**src/hdl/predictive_pool_sizer_macros.svh**
```systemverilog
// Assertion macros shared by the pool sizer RTL.
// Every macro samples on clock and is disabled while reset is high.
`ifndef PREDICTIVE_POOL_SIZER_MACROS_SVH
`define PREDICTIVE_POOL_SIZER_MACROS_SVH

// The condition must hold at every clock edge out of reset.
`define PPS_ASSERT(lbl, cond, msg) \
   lbl: assert property (@(posedge clock) disable iff (reset) (cond)) else $error(msg);

// When the trigger holds, the consequence must hold in the next cycle.
`define PPS_ASSERT_NEXT(lbl, trig, cons, msg) \
   lbl: assert property (@(posedge clock) disable iff (reset) (trig) |=> (cons)) else $error(msg);

`endif

```
**src/hdl/pps_pkg.sv**
```systemverilog
// Package for the predictive pool sizer: widths, codes and shared types.
// No dependencies; every module and interface of the block imports it.
`timescale 1ns / 1ps

package pps_pkg;

   localparam int HIST_DEPTH = 128;
   localparam int HIST_AW    = $clog2(HIST_DEPTH);
   localparam int FILL_W     = $clog2(HIST_DEPTH + 1);

   localparam int MODE_W     = 2;
   localparam int TIME_W     = 48;
   localparam int REL_W      = 32;
   localparam int POOL_W     = 16;
   localparam int UTIL_W     = 18;
   localparam int HANDLE_W   = 17;
   localparam int COUNT_W    = 32;
   localparam int WIN_W      = 8;
   localparam int CSR_IDX_W  = 3;
   localparam int CSR_DATA_W = 16;

   // Regression datapath widths.
   localparam int SY_W   = UTIL_W + HIST_AW;
   localparam int NN_W   = 2 * HIST_AW;
   localparam int SXY_W  = UTIL_W + 2 * HIST_AW;
   localparam int T1_W   = SY_W + NN_W;
   localparam int T2_W   = FILL_W + SXY_W;
   localparam int T3_W   = SY_W + NN_W - 1;
   localparam int DEN_W  = FILL_W + NN_W;
   localparam int DIFF_W = T2_W + 1;
   localparam int NUM_W  = ((T1_W > DIFF_W + 3) ? T1_W : DIFF_W + 3) + 1;
   localparam int PRED_W  = 17;
   localparam int BLEND_W = 21;
   localparam int M1_W    = BLEND_W + POOL_W;
   localparam int M2_W    = M1_W + 4;
   localparam int TGT_W   = 20;
   localparam int CMP_W   = (FILL_W > WIN_W) ? FILL_W : WIN_W;

   // The target divides by 65536 * 100: the first factor is a shift, the second a
   // multiply by the rounded-up reciprocal of 100, exact for a 25-bit quotient.
   localparam int TQ_W      = M2_W - 16;
   localparam int RECIP_W   = 26;
   localparam int TPROD_W   = TQ_W + RECIP_W;
   localparam int TGT_SHIFT = 32;

   localparam int DIV_NUM_W = (NUM_W > M2_W) ? NUM_W : M2_W;
   localparam int DIV_DEN_W = DEN_W;
   localparam int DIV_CNT_W = $clog2(DIV_NUM_W + 1);

   localparam logic [TIME_W-1:0]    RESIZE_GAP_MS  = TIME_W'(1000);
   localparam logic [HANDLE_W-1:0]  HANDLE_BASE    = HANDLE_W'(10000);
   localparam logic [FILL_W-1:0]    MIN_FIT_FILL   = FILL_W'(10);
   localparam logic [UTIL_W-1:0]    UTIL_MAX       = '1;
   localparam logic [PRED_W-1:0]    PRED_MAX       = PRED_W'(65536);
   localparam logic [RECIP_W-1:0]   TGT_RECIP      = RECIP_W'(42949673);
   localparam logic [POOL_W-1:0]    ACTIVE_MAX     = '1;
   localparam logic [POOL_W-1:0]    START_POOL_RST = POOL_W'(100);
   localparam logic [POOL_W-1:0]    MIN_POOL_RST   = POOL_W'(20);
   localparam logic [POOL_W-1:0]    MAX_POOL_RST   = POOL_W'(2000);
   localparam logic [POOL_W-1:0]    STEP_LIMIT_RST = POOL_W'(50);
   localparam logic [WIN_W-1:0]     WINDOW_LEN_RST = WIN_W'(100);

   typedef enum logic [MODE_W-1:0] {
      MODE_SCALE   = 2'd0,
      MODE_ACQUIRE = 2'd1,
      MODE_RELEASE = 2'd2
   } mode_type;

   typedef enum logic [CSR_IDX_W-1:0] {
      CSR_SCALING_ENABLE = 3'd0,
      CSR_MIN_POOL       = 3'd1,
      CSR_MAX_POOL       = 3'd2,
      CSR_START_POOL     = 3'd3,
      CSR_STEP_LIMIT     = 3'd4,
      CSR_WINDOW_LEN     = 3'd5
   } csr_index_type;

   typedef enum logic [4:0] {
      ST_IDLE, ST_GATE, ST_UTIL_DIV, ST_RING_WR, ST_SUM,
      ST_M_NN1, ST_M_T1, ST_M_T2, ST_M_T3, ST_M_DEN,
      ST_NUM_DIFF, ST_NUM, ST_PRED_GO, ST_PRED_DIV,
      ST_BLEND, ST_SCALE_MUL, ST_TGT_MUL, ST_TGT_GO, ST_TGT_DIV,
      ST_CLAMP, ST_APPLY, ST_RR, ST_RR_DIV, ST_FINISH
   } state_type;

   typedef struct packed {
      logic              scaling_enable;
      logic [POOL_W-1:0] min_pool;
      logic [POOL_W-1:0] max_pool;
      logic [POOL_W-1:0] step_limit;
      logic [WIN_W-1:0]  window_len;
      logic              start_load;
      logic [POOL_W-1:0] start_pool;
   } cfg_type;

   typedef struct packed {
      logic                 start;
      logic [DIV_NUM_W-1:0] dividend;
      logic [DIV_DEN_W-1:0] divisor;
   } div_req_type;

   typedef struct packed {
      logic                 done;
      logic                 busy;
      logic [DIV_NUM_W-1:0] quotient;
      logic [DIV_DEN_W-1:0] remainder;
   } div_rsp_type;

   typedef struct packed {
      logic                status;
      logic [HANDLE_W-1:0] handle;
      logic [POOL_W-1:0]   pool_size;
      logic [POOL_W-1:0]   peak_size;
      logic [POOL_W-1:0]   active_count;
      logic [UTIL_W-1:0]   utilization;
      logic                resized;
      logic [COUNT_W-1:0]  resize_events;
   } rsp_payload_type;

endpackage

```
**src/hdl/pps_divider.sv**
```systemverilog
// Shared restoring divider, one quotient bit per cycle.
// Depends on pps_pkg for the request and response structs.
`timescale 1ns / 1ps

module pps_divider import pps_pkg::*; (
   input  logic        clock,
   input  logic        reset,
   input  div_req_type div_req,
   output div_rsp_type div_rsp
);

   logic [DIV_NUM_W-1:0] quo_ff, quo_in;
   logic [DIV_DEN_W-1:0] rem_ff, rem_in;
   logic [DIV_DEN_W-1:0] dsr_ff, dsr_in;
   logic [DIV_CNT_W-1:0] cnt_ff, cnt_in;
   logic                 busy_ff, busy_in;
   logic                 done_ff, done_in;
   logic [DIV_DEN_W:0]   rem_sh;
   logic [DIV_DEN_W:0]   rem_sub;

   always_comb begin
      quo_in  = quo_ff;
      rem_in  = rem_ff;
      dsr_in  = dsr_ff;
      cnt_in  = cnt_ff;
      busy_in = busy_ff;
      done_in = 1'b0;
      rem_sh  = {rem_ff, quo_ff[DIV_NUM_W-1]};
      rem_sub = rem_sh - {1'b0, dsr_ff};
      if (div_req.start) begin
         quo_in  = div_req.dividend;
         rem_in  = '0;
         dsr_in  = div_req.divisor;
         cnt_in  = DIV_CNT_W'(DIV_NUM_W);
         busy_in = 1'b1;
      end else if (busy_ff) begin
         if (!rem_sub[DIV_DEN_W]) begin
            rem_in = rem_sub[DIV_DEN_W-1:0];
            quo_in = {quo_ff[DIV_NUM_W-2:0], 1'b1};
         end else begin
            rem_in = rem_sh[DIV_DEN_W-1:0];
            quo_in = {quo_ff[DIV_NUM_W-2:0], 1'b0};
         end
         cnt_in = cnt_ff - DIV_CNT_W'(1);
         if (cnt_ff == DIV_CNT_W'(1)) begin
            busy_in = 1'b0;
            done_in = 1'b1;
         end
      end
   end

   always_ff @(posedge clock) begin
      if (reset) begin
         busy_ff <= 1'b0;
         done_ff <= 1'b0;
         cnt_ff  <= '0;
      end else begin
         busy_ff <= busy_in;
         done_ff <= done_in;
         cnt_ff  <= cnt_in;
      end
   end

   always_ff @(posedge clock) begin
      quo_ff <= quo_in;
      rem_ff <= rem_in;
      dsr_ff <= dsr_in;
   end

   assign div_rsp.done      = done_ff;
   assign div_rsp.busy      = busy_ff;
   assign div_rsp.quotient  = quo_ff;
   assign div_rsp.remainder = rem_ff;

endmodule

```
**config.mk**
```make
export PLATFORM = sky130hd
export DESIGN_NAME = pps_divider
export DESIGN_NICKNAME = d
export VERILOG_FILES = /design/src/hdl/predictive_pool_sizer_macros.svh /design/src/hdl/pps_pkg.sv /design/src/hdl/pps_divider.sv
export SDC_FILE = /design/constraint.sdc
export NUM_CORES = 1
export LEC_CHECK = 0
export CORE_UTILIZATION = 50
export DETAILED_ROUTE_END_ITERATION = 7
export DONT_BUFFER_PORTS = 1
export PLACE_DENSITY = 0.76
export SETUP_SLACK_MARGIN = 0.02
export SLEW_MARGIN = 20
export SYNTH_ARGS = -nofsm -noshare
export SYNTH_HDL_FRONTEND = slang
export SYNTH_SLANG_ARGS = --single-unit
```
**constraint.sdc**
```tcl
create_clock -name clock -period 3.1 [get_ports clock]
set_clock_uncertainty 0.15 [all_clocks]
set_input_delay 0.465 -clock clock [delete_from_list [all_inputs] [get_ports clock]]
set_output_delay 0.465 -clock clock [all_outputs]
set_load 0.01 [all_outputs]
```
==> summary.md, run 1 <==
| Metric | Value |
|---|---|
| Clock Tree Root | `clkbuf_8` |
| Fmax | `337.3 MHz` |
| Layout cell share with drive strength beyond 1 | `18.80%` |
| Worst Tran Pin Value | `1.110 ns` |
| Clock Latency Late Sink | `0.40 ns` |
| Unrepaired setup endpoints after global routing | `yes` |
| Reg2Reg Depth | `12` |
| Total CTS buffers | `9` |
| XOR/XNOR Fraction of Synth Area | `4.014%` |
| Leakage Power | `2.198 nW` |
| Routed via count | `3,684` |
| Mapped cell area | `5175 sq um` |
| Crit path from | `quo_ff[44]` |
| Vias in the first global route | `3,633` |
| Reg-to-Reg Start | `quo_ff[44]` |
| Commonest cells after routing, fill and taps aside | `67 x edfxtp_1, 60 x nand2_1, 44 x mux2_2, 40 x nor2_1, 30 x dfxtp_1` |
| Filler cells | `811` |
| Max Cap Viol | `0` |
| Reg area | `2613 sq um` |
| Vias/cell | `5.820` |
| DRC | `0` |
| FF-to-FF setup slack | `0.13 ns` |
| Cell variety after synth | `48` |
| Area leader, netlist | `edfxtp_1` |
| Dpl ws | `0.06069 ns` |
| Max incr delay on CP | `0.42 ns` |
| Fraction of the mapped netlist area in simple logic gates | `11.90%` |
| Max Root-Sink Buffers | `2` |
| Worst EP arrival | `3.06 ns` |
| HPWL after detailed placement | `7752 um` |
| Post-Syn Instances | `470` |
| Crit path to | `rem_ff[8]` |
| Synth top area share | `38.88%` |
| Final max-slew violation count | `0` |
| Busiest layer in global routing | `met2` |
| CP cell instances | `inv_2 > ha_4 > inv_2 > fa_2 > a21o_1 > a311o_1 > a21boi_2 > o211ai_4 > xnor2_4 > buf_12 > mux2i_2 > a211oi_2` |
| Crit-path most repeated cell | `inv_2` |
| Syn_area_per_cell | `11.01 sq um` |
| Final setup fails | `0` |
| Primary FF master, synth | `edfxtp_1` |
| Routed wire length | `11,500 um` |
| I/O pins | `139` |
| # diodes | `0` |
| Run status | `finished clean` |
| Initial antenna violation count | `0` |
| Initial Utilization | `52.22%` |
| H-tree levels | `3` |
| Tot Pwr | `3.022 mW` |
| ANT nets after route | `0` |
| Post-Layout Cell Count | `633` |
| GR Util met3 | `7.741%` |
| Required time worst endpoint | `3.19 ns` |
| CTS tree | `done` |
| I/O Buffers | `0` |
| Post-synthesis mux area share | `9.961%` |
| Critical Path End Type | `register` |
| WP buf/inv | `3` |
| Main combinational cell family by area after synthesis | `compound AO/OA/AOI/OAI gates` |
| Final #Nets | `590` |
| Tmin final | `2.965 ns` |
| Die X | `103.7 um` |
| Final Cycle Share | `95.65%` |
| First-pass iteration count of the detailed router | `5` |
| Syn_nets | `565` |
| Met2 Use GR | `35.86%` |
| Synth Area in Adders | `6.190%` |
| Rows | `36` |
| Worst Setup Start Kind | `register` |
| Critical path class | `reg -> reg` |
| DR WL/cell | `18.16 um` |
| Met1 Use GR | `26.39%` |
| Crit path depth | `12` |
| Slowest CP cell | `edfxtp_1` |
| Area of the multi-input gates | `2366 sq um` |
| FF-to-FF End | `rem_ff[8]` |
| Synth async-reset ratio | `0%` |
| Chip Height | `103.7 um` |
| Top delay family on crit path | `compound AO/OA/AOI/OAI gates` |
| Seq/Total Area, Yosys | `50.48%` |
| Most common cell after layout, fill and taps aside | `edfxtp_1` |
| Clock slew seen by the registers of the worst setup and hold paths | `0.11 ns` |
| Pwr Density | `517.4 nW/um^2` |
| Cell count after placement | `588` |
| CORE AREA | `9910 sq um` |
| Rel. slew slack | `25.87%` |
| Area grow syn2layout | `12.86%` |
| GR Overflow Total | `0` |
| RePlAce Congestion | `0.9193` |
| Hold Crit Class | `in -> reg` |
| Fin worst setup slack | `0.1349 ns` |
| Crit path max fanout | `6` |
| Synth Area in Compound Gates | `13.08%` |
| Gr usage total | `21.77%` |
| First-pass GRT wire length | `18,280 um` |
| Syn. warnings | `0` |
| Die area | `10,760 sq um` |
| Ranking of synthesized cells by area | `edfxtp_1 39%, dfxtp_1 12%, mux2_2 9.6%` |
| Endpoints failing hold | `0` |
| Max VDD drop | `425.4 uV` |
| Yosys reg bits | `97` |
| Starting DRT DRC Count | `266` |
| CTS Sinks | `97` |
| EDFF count, synth | `67` |
| Largest net degree at the start of global routing | `78` |
-- layout make-up --
cell class	instances	share of cell area [%]
clock buffers	9	2.121
clock inverters	7	1.457
inverters	28	1.799
multi-input cells	322	40.51
flip-flops and latches	97	44.73
well taps	133	2.849
repair buffers	37	6.534
-- synthesized netlist by cell type, types with 4 or more instances --
cell       n
dfxtp_1   30
xnor2_1    8
edfxtp_1  67
a32oi_1    7
a311oi_2  11
o211ai_1   4
a21oi_1   26
buf_4      5
clkbuf_1  12
nand3_1   10
nand2_1   60
o21ai_0   20
mux2_2    44
nand4_1    4
ha_1      24
nor3_1    11
xor2_1    12
inv_1     28
nor2_1    40
-- sequential cells by signal (all words and copies together) (netlist names) --
register / cells
quo_ff: 45
cnt_ff: 6
busy_ff: 1
rem_ff: 22
dsr_ff: 22
done_ff: 1
-- worst min-delay path by stage --
| stage | startpoint | endpoint | cells after the start |
|---|---|---|---|
| after floorplan | cnt_ff[1] | cnt_ff[1] | 2 |
| after CTS | div_req[7] | dsr_ff[7] | 0 |
| final | div_req[67] | dsr_ff[15] | 0 |
| after detailed placement | cnt_ff[1] | cnt_ff[1] | 2 |
| after global routing | div_req[67] | dsr_ff[14] | 0 |
| after global placement | cnt_ff[1] | cnt_ff[1] | 2 |
-- metal layers --
| layer | vias to the layer above | wire (um) |
|---|---|---|
| li1 | 1761 | - |
| met1 | 1753 | 4782 |
| met2 | 153 | 5534 |
| met3 | 17 | 989 |
| met4 | 0 | 190 |
| met5 | - | 0 |
-- stage by stage --
stage	utilization, %	setup TNS (ns)	cell area, sq um	hold WS [ns]
floorplan	-	0	5175	0.3191
global placement	53.41	0	5293	0.3385
detailed placement	53.41	0	5293	0.3398
CTS	57.54	0	5702	0.0007938
global route	58.94	-0.02279	5841	-0.001708
finish	58.94	0	5841	0.02003
-- report_power, final --
group | switching, mW | leakage, nW | internal (mW)
clock network | 0.492 | 0.107 | 0.390
registers | 0.123 | 0.914 | 1.52
logic | 0.270 | 1.18 | 0.230
-- what timing repair did --
action,CTS,global route
setup endpoints to repair,0,21
hold buffers,20,5
buffers inserted,0,3
endpoints found under the hold margin,39,8
gates resized for setup,0,10
-- cell families (layout without fill, tap and decap cells) --
kind of cell | Yosys count | count (layout)
flops | 97 | 97
compound gates | 89 | 89
xor+xnor | 22 | 22
fa+ha+maj | 25 | 25
mux | 46 | 46
buf+inv | 51 | 81
simple gates | 140 | 140
Note: power is estimated with default switching activity, not from simulation.
==> inputs of run 2 (changes only) <==
--- a/config.mk
+++ b/config.mk
@@ -5,10 +5,10 @@
 export SDC_FILE = /design/constraint.sdc
 export NUM_CORES = 1
 export LEC_CHECK = 0
-export CORE_UTILIZATION = 50
+export CORE_UTILIZATION = 30
 export DETAILED_ROUTE_END_ITERATION = 7
 export DONT_BUFFER_PORTS = 1
-export PLACE_DENSITY = 0.76
+export PLACE_DENSITY = 0.55
 export SETUP_SLACK_MARGIN = 0.02
 export SLEW_MARGIN = 20
 export SYNTH_ARGS = -nofsm -noshare
==> run 2 against run 1 <==
Effect of this change:
- clock-buffer cell count unchanged
- register-to-register slack got worse by 0.03 ns
- non-clock buffer count decreased by 22
- sequential share of layout area increased by 0.33 points
- die area increased by 65%
- clock power increased by 34%
- cell area decreased by 0.73%
- sequential cell count unchanged
- first-iteration DRC count decreased by 30%
- largest power group unchanged
- highest routed layer unchanged
==> summary.md, run 2 (synthesis gave the netlist of run 1 again) <==
| Metric | Value |
|---|---|
| Run status | `finished clean` |
| Crit path to | `rem_ff[8]` |
| Clock Latency Late Sink | `0.36 ns (-0.04 ns)` |
| RePlAce Congestion | `0.8504 (-7.5%)` |
| H-tree levels | `3 (unchanged)` |
| Crit path depth | `12 (unchanged)` |
| Internal power | `2.319 mW (+8.5%)` |
| Gr usage total | `13.76% (-8.0 points)` |
| Clock share of power | `35.9% (+6.7 points)` |
| Final max-slew violation count | `0 (unchanged)` |
| I/O Buffers | `0 (unchanged)` |
| Endpoints failing hold | `0 (unchanged)` |
| CTS tree | `done` |
| DRC | `0 (unchanged)` |
| Final setup fails | `0 (unchanged)` |
| Crit path max fanout | `6 (unchanged)` |
| ANT nets after route | `0 (unchanged)` |
| Die X | `133.3 um (+29%)` |
| Unrepaired setup endpoints after global routing | `yes` |
| Die area | `17,780 sq um (+65%)` |
| Most common cell after layout, fill and taps aside | `edfxtp_1` |
| Max incr delay on CP | `0.40 ns (-0.02 ns)` |
| Routed via count | `3,540 (-3.9%)` |
| Initial Utilization | `30.99% (-21 points)` |
| Max VDD drop | `346.4 uV (-19%)` |
| Required time worst endpoint | `3.18 ns (about the same)` |
| First-pass GRT wire length | `19,190 um (+5.0%)` |
| Reg-to-Reg Start | `quo_ff[44]` |
| Critical Path End Type | `register` |
| Critical path class | `reg -> reg` |
| Vias/cell | `5.064 (-13%)` |
| CP cell instances | `inv_1 > ha_2 > inv_2 > fa_2 > a21o_1 > a311o_1 > a21boi_2 > o211ai_4 > xnor2_2 > buf_6 > mux2i_2 > a211oi_2` |
| Crit path from | `quo_ff[44]` |
| Total CTS buffers | `9 (unchanged)` |
| First-pass iteration count of the detailed router | `4 (-1)` |
| CORE AREA | `16,700 sq um (+69%)` |
| Rel. slew slack | `56.08% (+30 points)` |
| Tot Pwr | `3.288 mW (+8.8%)` |
| Worst Setup Start Kind | `register` |
| Area grow syn2layout | `12.04%` |
| Slowest CP cell | `edfxtp_1` |
| Top delay family on crit path | `compound AO/OA/AOI/OAI gates` |
| Routed wire length | `11,970 um (+4.1%)` |
| FF-to-FF setup slack | `0.11 ns (-0.03 ns)` |
| Commonest cells after routing, fill and taps aside | `67 x edfxtp_1, 60 x nand2_1, 44 x mux2_2, 40 x nor2_1, 30 x dfxtp_1` |
| CTS Sinks | `97 (unchanged)` |
| Layout cell share with drive strength beyond 1 | `20.08% (+1.3 points)` |
| Sw Share | `29.49% (+0.23 points)` |
| Chip Height | `133.3 um (+29%)` |
| Tmin final | `2.995 ns (+0.02940 ns)` |
| Largest registers | `quo_ff: 45 flops, dsr_ff: 22 flops, rem_ff: 22 flops` |
| Worst Tran Pin Value | `0.6547 ns (-0.4549 ns)` |
| Fmax | `333.9 MHz (-0.98%)` |
| Sw Pwr | `969.9 uW (+9.7%)` |
| I/O pins | `139 (unchanged)` |
| Max Root-Sink Buffers | `2 (unchanged)` |
| HPWL after detailed placement | `8514 um (+9.8%)` |
| Fin Hold WS | `0.02247 ns (+0.002437 ns)` |
| Setup TNS Final | `0 ns (unchanged)` |
| Leakage Power | `2.149 nW (-2.2%)` |
| Clock Tree Root | `clkbuf_16` |
| Comb pwr share | `14.3% (-2.2 points)` |
| Max reg flops | `45 (unchanged)` |
| Final core occ | `34.72% (-24 points)` |
| Max Cap Viol | `0 (unchanged)` |
| Largest net degree at the start of global routing | `93 (+19%)` |
| Initial antenna violation count | `1 (+1)` |
| Starting DRT DRC Count | `185 (-30%)` |
| Worst EP arrival | `3.07 ns (about the same)` |
| Hold Crit Class | `in -> reg` |
| FF-to-FF End | `rem_ff[8]` |
| Vias in the first global route | `3,719 (+2.4%)` |
| Register share of total power | `49.8% (-4.5 points)` |
| Rows | `47 (+31%)` |
| Clock slew seen by the registers of the worst setup and hold paths | `0.08 ns (-0.03 ns)` |
| Pwr Density | `567.2 nW/um^2 (+9.6%)` |
| Most flops, register | `quo_ff` |
| Final Cycle Share | `96.60% (+0.95 points)` |
| DR WL/cell | `17.12 um (-5.7%)` |
| Reg2Reg Depth | `12 (unchanged)` |
| WP buf/inv | `3 (unchanged)` |
| GR Overflow Total | `0 (unchanged)` |
| Final #Nets | `568 (-3.7%)` |
==> run 2: cell count changes in the layout (fill, tap and decap cells not counted), sizes merged <==
cell and delta:
bufinv -1, clkinv +1, diode +1, dlygate4sd3 -24, clkbuf -1, buf +3
==> run 2: worst min path at each step <==
stage / to / depth (start not counted) / startpoint
6_report: cnt_ff[2] / 1 / reset
5_1_grt: rem_ff[12] / 1 / div_req[67]
4_1_cts: cnt_ff[5] / 1 / reset
3_5_place_dp: cnt_ff[1] / 2 / cnt_ff[1]
3_3_place_gp: cnt_ff[1] / 2 / cnt_ff[1]
2_1_floorplan: cnt_ff[1] / 2 / cnt_ff[1]
==> run 2: through the flow <==
stage               instances  cell area, sq um  setup slack (ns)
floorplan                 470              5175            0.2324
global placement          677              5416            0.1034
detailed placement        677              5416           0.02128
CTS                       693              5741           0.03384
global route              698              5796         -0.004118
finish                    699              5798            0.1055
==> run 2: power by group through the flow <==
stage	Combinational (mW)	Sequential, mW	Clock, mW
3_5_place_dp	0.462	1.67	0
6_report	0.471	1.64	1.18
3_3_place_gp	0.456	1.67	0
4_1_cts	0.465	1.64	1.24
5_1_grt	0.529	1.65	1.27
2_1_floorplan	0.391	1.64	0
==> run 2: layout make-up <==
class,instances,area [sq um]
Fill cell,1726,10900
Multi-Input combinational cell,322,2347
Tap cell,220,275.3
Clock inverter,7,91.34
Antenna cell,1,2.502
Inverter,28,105.1
Sequential cell,97,2613
Clock buffer,9,225.2
Timing Repair Buffer,15,138.9
==> run 2: timing repair <==
item / 4_1_cts / 5_1_grt
gates cloned: 0 / 1
buffers inserted: 0 / 3
setup endpoints to repair: 1 / 19
hold buffers: 0 / 1
gates resized for setup: 2 / 7
pin swaps: 0 / 4
endpoints found under the hold margin: 0 / 1
==> run 2: routing by layer <==
metal	vias to the layer above	share of wire, %	global-route usage [%]
met5	-	0	0
met4	0	1.2	3.346
met2	129	45	21.41
met1	1678	44	17.01
met3	14	9.4	6.735
li1	1719	-	-
